**config.mk**
```make
export PLATFORM = sky130hd
export DESIGN_NAME = mdfs_search
export DESIGN_NICKNAME = d
export VERILOG_FILES = /design/src/rtl/core/mdfs_pkg.sv /design/src/rtl/core/mdfs_search.sv
export SDC_FILE = /design/constraint.sdc
export NUM_CORES = 1
export LEC_CHECK = 0
export ABC_AREA = 0
export ABC_CLOCK_PERIOD_IN_PS = 4400
export BUFFER_PORTS_ARGS = -buffer_cell sky130_fd_sc_hd__buf_4
export CORE_MARGIN = 10
export CORE_UTILIZATION = 55
export CTS_BUF_LIST = sky130_fd_sc_hd__clkbuf_2 sky130_fd_sc_hd__clkbuf_4 sky130_fd_sc_hd__clkbuf_8
export DETAILED_ROUTE_END_ITERATION = 7
export PLACE_DENSITY = 0.77
export SYNTH_ARGS = -nofsm -noshare
export SYNTH_HDL_FRONTEND = slang
export SYNTH_SLANG_ARGS = --single-unit
```
**constraint.sdc**
```tcl
create_clock -name clock -period 4.4 [get_ports clock]
set_input_delay 0.22 -clock clock [delete_from_list [all_inputs] [get_ports clock]]
set_output_delay 0.22 -clock clock [all_outputs]
set_load 0.02 [all_outputs]
```
**src/rtl/core/mdfs_pkg.sv**
```systemverilog
// Shared types and constants of the maze depth-first explorer.
package mdfs_pkg;

   localparam int GRID_SIDE_DEFAULT = 256;
   localparam int MAX_DEPTH_DEFAULT = 65536;
   localparam int EPOCH_W           = 8;

   localparam logic [7:0] START_X_RESET = 8'd128;
   localparam logic [7:0] START_Y_RESET = 8'd128;

   // register select, taken from paddr[2]
   localparam logic CSR_START_X = 1'b0;
   localparam logic CSR_START_Y = 1'b1;

   localparam logic [2:0] REQ_ASK      = 3'd0;
   localparam logic [2:0] REQ_UP       = 3'd1;
   localparam logic [2:0] REQ_DOWN     = 3'd2;
   localparam logic [2:0] REQ_LEFT     = 3'd3;
   localparam logic [2:0] REQ_RIGHT    = 3'd4;
   localparam logic [2:0] REQ_PATH     = 3'd5;
   localparam logic [2:0] REQ_FOUND    = 3'd6;
   localparam logic [2:0] REQ_NOTFOUND = 3'd7;

   localparam logic [1:0] DIR_UP    = 2'd0;
   localparam logic [1:0] DIR_DOWN  = 2'd1;
   localparam logic [1:0] DIR_LEFT  = 2'd2;
   localparam logic [1:0] DIR_RIGHT = 2'd3;

   typedef enum logic [2:0] {
      PH_IDLE,
      PH_ASK,
      PH_TRY,
      PH_UNDO,
      PH_REPORT,
      PH_FOUND,
      PH_NOTFOUND
   } phase_type;

   typedef struct packed {
      logic fire;
      logic start;
      logic ans;
   } step_ctrl_type;

   typedef struct packed {
      logic [2:0] req;
      logic [1:0] dir;
      logic       last;
   } result_type;

endpackage

```
**src/rtl/core/mdfs_search.sv**
```systemverilog
// Search sequencer: position, depth and phase, and the decision for each word.
module mdfs_search #(
   parameter int GRID_SIDE = mdfs_pkg::GRID_SIDE_DEFAULT,
   parameter int MAX_DEPTH = mdfs_pkg::MAX_DEPTH_DEFAULT,
   localparam int CW  = $clog2(GRID_SIDE),
   localparam int MW  = 2 * CW,
   localparam int DW  = $clog2(MAX_DEPTH + 1),
   localparam int SAW = $clog2(MAX_DEPTH)
) (
   input  logic                   clock,
   input  logic                   reset,
   input  mdfs_pkg::step_ctrl_type ctrl,
   input  logic [7:0]             start_x,
   input  logic [7:0]             start_y,
   output logic [MW-1:0]          map_rd_addr,
   input  logic                   map_visited,
   output logic                   map_begin,
   output logic                   map_mark_en,
   output logic [MW-1:0]          map_mark_addr,
   output logic [SAW-1:0]         stk_rd_addr,
   input  logic [1:0]             stk_rd_data,
   output logic                   stk_wr_en,
   output logic [SAW-1:0]         stk_wr_addr,
   output logic [1:0]             stk_wr_data,
   output mdfs_pkg::result_type   result
);

   mdfs_pkg::phase_type phase_ff, phase_in;
   logic [1:0]          dir_ff, dir_in;
   logic [CW-1:0]       pos_x_ff, pos_x_in;
   logic [CW-1:0]       pos_y_ff, pos_y_in;
   logic [DW-1:0]       depth_ff, depth_in;
   logic [DW-1:0]       rindex_ff, rindex_in;

   logic [CW:0]   nx, ny;
   logic [CW-1:0] bx, by;
   logic [DW-1:0] depth_m1;
   logic          off_grid, blocked, depth_zero, fin, start_ok;
   logic [2:0]    adv_d;
   logic          do_adv, adv_back;

   always_comb begin
      nx = {1'b0, pos_x_ff};
      ny = {1'b0, pos_y_ff};
      case (dir_ff)
         mdfs_pkg::DIR_UP:    ny = {1'b0, pos_y_ff} + (CW + 1)'(1);
         mdfs_pkg::DIR_DOWN:  ny = {1'b0, pos_y_ff} - (CW + 1)'(1);
         mdfs_pkg::DIR_LEFT:  nx = {1'b0, pos_x_ff} - (CW + 1)'(1);
         default:             nx = {1'b0, pos_x_ff} + (CW + 1)'(1);
      endcase
   end

   // backtrack undoes the popped direction
   always_comb begin
      bx = pos_x_ff;
      by = pos_y_ff;
      case (stk_rd_data)
         mdfs_pkg::DIR_UP:    by = pos_y_ff - 1'b1;
         mdfs_pkg::DIR_DOWN:  by = pos_y_ff + 1'b1;
         mdfs_pkg::DIR_LEFT:  bx = pos_x_ff + 1'b1;
         default:             bx = pos_x_ff - 1'b1;
      endcase
   end

   assign depth_m1    = depth_ff - 1'b1;
   assign off_grid    = (nx >= (CW + 1)'(GRID_SIDE)) || (ny >= (CW + 1)'(GRID_SIDE));
   assign blocked     = off_grid || map_visited || (depth_ff == DW'(MAX_DEPTH));
   assign depth_zero  = (depth_ff == '0);
   assign fin         = (rindex_ff + 1'b1) >= depth_ff;
   assign start_ok    = (32'(start_x) < GRID_SIDE) && (32'(start_y) < GRID_SIDE);
   assign map_rd_addr = {ny[CW-1:0], nx[CW-1:0]};
   assign stk_rd_addr = (phase_ff == mdfs_pkg::PH_REPORT) ? rindex_ff[SAW-1:0]
                                                          : depth_m1[SAW-1:0];
   assign stk_wr_addr = depth_ff[SAW-1:0];
   assign stk_wr_data = dir_ff;

   assign adv_d    = (phase_ff == mdfs_pkg::PH_ASK) ? 3'd0 : {1'b0, dir_ff} + 3'd1;
   assign do_adv   = ((phase_ff == mdfs_pkg::PH_ASK) && !ctrl.ans) ||
                     ((phase_ff == mdfs_pkg::PH_TRY) && !ctrl.ans) ||
                     (phase_ff == mdfs_pkg::PH_UNDO);
   assign adv_back = adv_d[2];

   // next state
   always_comb begin
      phase_in  = phase_ff;
      dir_in    = dir_ff;
      pos_x_in  = pos_x_ff;
      pos_y_in  = pos_y_ff;
      depth_in  = depth_ff;
      rindex_in = rindex_ff;
      if (ctrl.fire) begin
         if (ctrl.start) begin
            depth_in  = '0;
            rindex_in = '0;
            pos_x_in  = CW'(start_x);
            pos_y_in  = CW'(start_y);
            phase_in  = start_ok ? mdfs_pkg::PH_ASK : mdfs_pkg::PH_NOTFOUND;
         end else begin
            case (phase_ff)
               mdfs_pkg::PH_ASK: begin
                  if (ctrl.ans) begin
                     rindex_in = '0;
                     phase_in  = depth_zero ? mdfs_pkg::PH_FOUND : mdfs_pkg::PH_REPORT;
                  end
               end
               mdfs_pkg::PH_TRY: begin
                  if (ctrl.ans) begin
                     if (blocked) begin
                        phase_in = mdfs_pkg::PH_UNDO;
                     end else begin
                        pos_x_in = nx[CW-1:0];
                        pos_y_in = ny[CW-1:0];
                        depth_in = depth_ff + 1'b1;
                        phase_in = mdfs_pkg::PH_ASK;
                     end
                  end
               end
               mdfs_pkg::PH_REPORT: begin
                  rindex_in = rindex_ff + 1'b1;
                  if (fin) begin
                     phase_in = mdfs_pkg::PH_FOUND;
                  end
               end
               default: ;
            endcase
            if (do_adv) begin
               if (!adv_back) begin
                  phase_in = mdfs_pkg::PH_TRY;
                  dir_in   = adv_d[1:0];
               end else if (depth_zero) begin
                  phase_in = mdfs_pkg::PH_NOTFOUND;
               end else begin
                  depth_in = depth_m1;
                  pos_x_in = bx;
                  pos_y_in = by;
                  phase_in = mdfs_pkg::PH_UNDO;
                  dir_in   = stk_rd_data;
               end
            end
         end
      end
   end

   // outputs
   always_comb begin
      result        = '{req: mdfs_pkg::REQ_NOTFOUND, dir: 2'd0, last: 1'b1};
      map_begin     = 1'b0;
      map_mark_en   = 1'b0;
      map_mark_addr = map_rd_addr;
      stk_wr_en     = 1'b0;
      if (ctrl.fire) begin
         if (ctrl.start) begin
            map_begin     = 1'b1;
            map_mark_en   = start_ok;
            map_mark_addr = {CW'(start_y), CW'(start_x)};
            if (start_ok) begin
               result = '{req: mdfs_pkg::REQ_ASK, dir: 2'd0, last: 1'b0};
            end
         end else begin
            case (phase_ff)
               mdfs_pkg::PH_ASK: begin
                  if (ctrl.ans) begin
                     result = '{req: mdfs_pkg::REQ_FOUND, dir: 2'd0, last: depth_zero};
                  end
               end
               mdfs_pkg::PH_TRY: begin
                  if (ctrl.ans) begin
                     if (blocked) begin
                        result = '{req: {1'b0, dir_ff ^ 2'b01} + mdfs_pkg::REQ_UP,
                                   dir: 2'd0, last: 1'b0};
                     end else begin
                        map_mark_en = 1'b1;
                        stk_wr_en   = 1'b1;
                        result = '{req: mdfs_pkg::REQ_ASK, dir: 2'd0, last: 1'b0};
                     end
                  end
               end
               mdfs_pkg::PH_REPORT: begin
                  result = '{req: mdfs_pkg::REQ_PATH, dir: stk_rd_data, last: fin};
               end
               mdfs_pkg::PH_FOUND: begin
                  result = '{req: mdfs_pkg::REQ_FOUND, dir: 2'd0, last: 1'b1};
               end
               default: ;
            endcase
            if (do_adv) begin
               if (!adv_back) begin
                  result = '{req: {1'b0, adv_d[1:0]} + mdfs_pkg::REQ_UP,
                             dir: 2'd0, last: 1'b0};
               end else if (depth_zero) begin
                  result = '{req: mdfs_pkg::REQ_NOTFOUND, dir: 2'd0, last: 1'b1};
               end else begin
                  result = '{req: {1'b0, stk_rd_data ^ 2'b01} + mdfs_pkg::REQ_UP,
                             dir: 2'd0, last: 1'b0};
               end
            end
         end
      end
   end

   always_ff @(posedge clock) begin
      if (reset) begin
         phase_ff  <= mdfs_pkg::PH_IDLE;
         dir_ff    <= mdfs_pkg::DIR_UP;
         pos_x_ff  <= CW'(mdfs_pkg::START_X_RESET);
         pos_y_ff  <= CW'(mdfs_pkg::START_Y_RESET);
         depth_ff  <= '0;
         rindex_ff <= '0;
      end else begin
         phase_ff  <= phase_in;
         dir_ff    <= dir_in;
         pos_x_ff  <= pos_x_in;
         pos_y_ff  <= pos_y_in;
         depth_ff  <= depth_in;
         rindex_ff <= rindex_in;
      end
   end

endmodule

```
==> impl_metrics.tcl <==
set metrics [dict create \
    status "finished, final reports clean" \
    finalCriticalPeriod_ns 4.104 \
    startpoint_type "flip-flop" \
    num_vias 7159 \
    start_util 0.5667 \
    grt_util_met2 0.3581 \
    cpPeakStageDelay_ns 0.44 \
    drive_above_1_share 0.1524 \
    synth_top_area_frac 0.1680 \
    ys.flop_type "dfxtp_1" \
    wl_per_cell_um 18.36 \
    io_buffers 98 \
    maxCapViolations 0 \
    powerDensity_mw_per_mm2 204.1 \
    num_rows 39 \
    r2r_start "stk_wr_data[0]" \
    hp-class "in -> reg" \
    worst_slew_pin_slew_ns 1.020 \
    via_per_inst 6.386 \
    yosysMostFrequentCell "nor2_1" \
    min-delay-start "start_y[0]" \
    cp.required_ns 4.18 \
    ios 99 \
    setup_violations 0 \
    yosys_warnings 0 \
    grt_antenna_before_repair 0 \
    grt_use_met1 0.3386 \
    power_mw 1.479 \
    synth.area.top_cells "dfxtp_1 (17%), ha_1 (8.4%), a21oi_1 (7.2%)" \
    drtIter0Drc 803 \
    synth_top_area_cell "dfxtp_1" \
    fin_crit_sh 0.9327 \
    post-route-util 0.6267 \
    slew_violations 0 \
    clock_path_buffers 2 \
    syn-mean-instance-area_um2 6.921 \
    peakVddDrop_v 0.0001986 \
    synth_edf_count 0 \
    routabilityCongestion 0.9485 \
    track_usage 0.2401 \
    drc 0 \
    yosysSeqAreaShare 0.1680 \
    critPathMaxFanout 7 \
    synth_cells 947 \
    rsz0062_at_grt "no" \
    n_antenna_cell 0 \
    ant_nets 0 \
    synth.distinct_cells 83 \
    cts_tree "done" \
    postCtsSetupBuffers 0 \
    max_freq_ghz 0.2437 \
    finalHoldViolations 0 \
    cp_cell_sequence "ha_1 -> and3_1 -> and3_1 -> and3_2 -> and3_1 -> nand3_1 -> xnor2_1 -> ha_1 -> nand4_1 -> or3_1 -> a31oi_1 -> nor3_1 -> o22a_1 -> o21ai_0 -> buf_4" \
    use_met3 0.04527 \
    grt_pass1_wl_um 33390 \
    postSynth.asyncResetShare 0 \
    clk_pin_slew_ns 0.12 \
    crit_top_cell "and3_1" \
    numCtsBuffers 5 \
    first_global_vias 6466 \
    dp_hpwl_um 14840 \
    holdWs_ns 0.1731 \
    cts_max_level 2 \
    synth_fp_nets 1017 \
    cp.arrival_ns 3.88 \
    slew_headroom 0.3178 \
    die_y_um 129.2 \
    cp-startpoint "rindex_ff[0]" \
    synthToLayoutAreaGrowth_pct 10.60 \
    clk_latency_ns 0.35 \
    grt_busiest_layer "met2" \
    cp_slowest_cell "dfxtp_1" \
    ys_top_cells_by_count "nor2_1 (114), a21oi_1 (94), nand2_1 (73)" \
    fp.dieW_um 129.2 \
    ys_ff_latch 55 \
    cts.sinks 55 \
    p_leak_nw 3.068 \
    fin_nets 1048 \
    grt.overflow.total 0 \
    dieArea_mm2 0.01668 \
    netlist_area_mm2 0.006554 \
    dr.pass1.iters 5 \
    cts-root-buf "clkbuf_8" \
    cp-end-kind "output port" \
    setup_tns_ns 0 \
    wirelength_um 20580 \
    core_area_mm2 0.01156 \
    fill_cells 1092 \
    finClkSkew_ns 0.01228 \
    setup.worst_path.class "reg -> out" \
    grt_start_max_net_pins 60 \
]
[worst max-delay path, delay by kind of cell, from the launching register on]
family          cells  cell delay [ns]
simple gates        8             1.67
compound gates      3             0.57
fa+ha+maj           2             0.53
flops               1             0.44
buf+inv             1             0.17
xor+xnor            1             0.16
[worst paths after layout]
| kind | to | slack (ns) | depth (start not counted) |
|---|---|---|---|
| max | result[0] | 0.30 | 15 |
| max reg2reg | pos_x_ff[5] | 0.61 | 12 |
| min reg2reg | rindex_ff[2] | 0.53 | 2 |
| min | pos_y_ff[0] | 0.17 | 3 |
[kinds of logic (layout without fill, tap and decap cells)]
logic type,after synthesis,after routing,synth area share
compound gates,280,280,0.2833
xor+xnor,57,57,0.07617
fa+ha+maj,46,46,0.09011
buf+inv,134,165,0.09106
flops,55,55,0.1680
mux,13,13,0.02081
simple gates,362,362,0.2705
[layer usage]
metal / routed length [um] / vias to the layer above
met2: 9044 / 332
li1: - / 3464
met5: 0 / -
met1: 9269 / 3330
met4: 403 / 0
met3: 1857 / 33
[per-stage QoR]
stage / setup slack [ns] / area (um2) / instances
after detailed placement: 0.6871 / 7164 / 1114
final: 0.2961 / 7248 / 1121
after global routing: 0.02937 / 7248 / 1121
after CTS: 0.2605 / 7247 / 1121
after global placement: 0.7635 / 7164 / 1114
after floorplan: 0.4053 / 6554 / 947
[layout by cell type, fill, tap and decap left out, drive strengths merged, types with 4 or more instances in the layout]
cell type / instances
nor2b: 12
mux2i: 11
nor3: 41
nor4: 17
nand2b: 12
a2111oi: 4
nand4: 14
a21oi: 95
a22oi: 10
o21bai: 4
and3: 14
xnor2: 34
inv: 43
buf: 114
or3: 9
or4: 5
xor2: 23
nand3: 28
a21o: 14
clkbuf: 5
dfxtp: 55
nor2: 117
nand2: 73
o31a: 4
o21ai: 52
o311ai: 6
nand3b: 9
ha: 44
a31oi: 15
o211ai: 8
a221oi: 7
a211oi: 9
o31ai: 9
[sequential cells by signal (all words and copies together) (netlist names)]
register	count
depth_ff	17
rindex_ff	17
pos_x_ff	8
pos_y_ff	8
phase_ff	3
stk_wr_data	2
[power breakdown]
group          leakage (nW)  internal (mW)  switching [mW]
combinational          2.58          0.244           0.372
sequential            0.446          0.512          0.0392
clock                0.0440          0.110           0.201
total                  3.07          0.867           0.613
[repair_timing]
item / in CTS / in global routing
setup endpoints to repair: 0 / 1
resized for setup: 0 / 1
hold buffers: 0 / 0
[cell type report]
type / instances / area [um2] / area share
tap: 143 / 178.9 / 0.02469
clock inverter: 2 / 13.76 / 0.001899
inverter: 44 / 165.2 / 0.02279
multi-input combinational: 758 / 4865 / 0.6712
clock buffer: 5 / 68.82 / 0.009494
sequential: 55 / 1101 / 0.1519
timing repair buffer: 114 / 855.8 / 0.1181
Power figures use the tool's default switching activity.
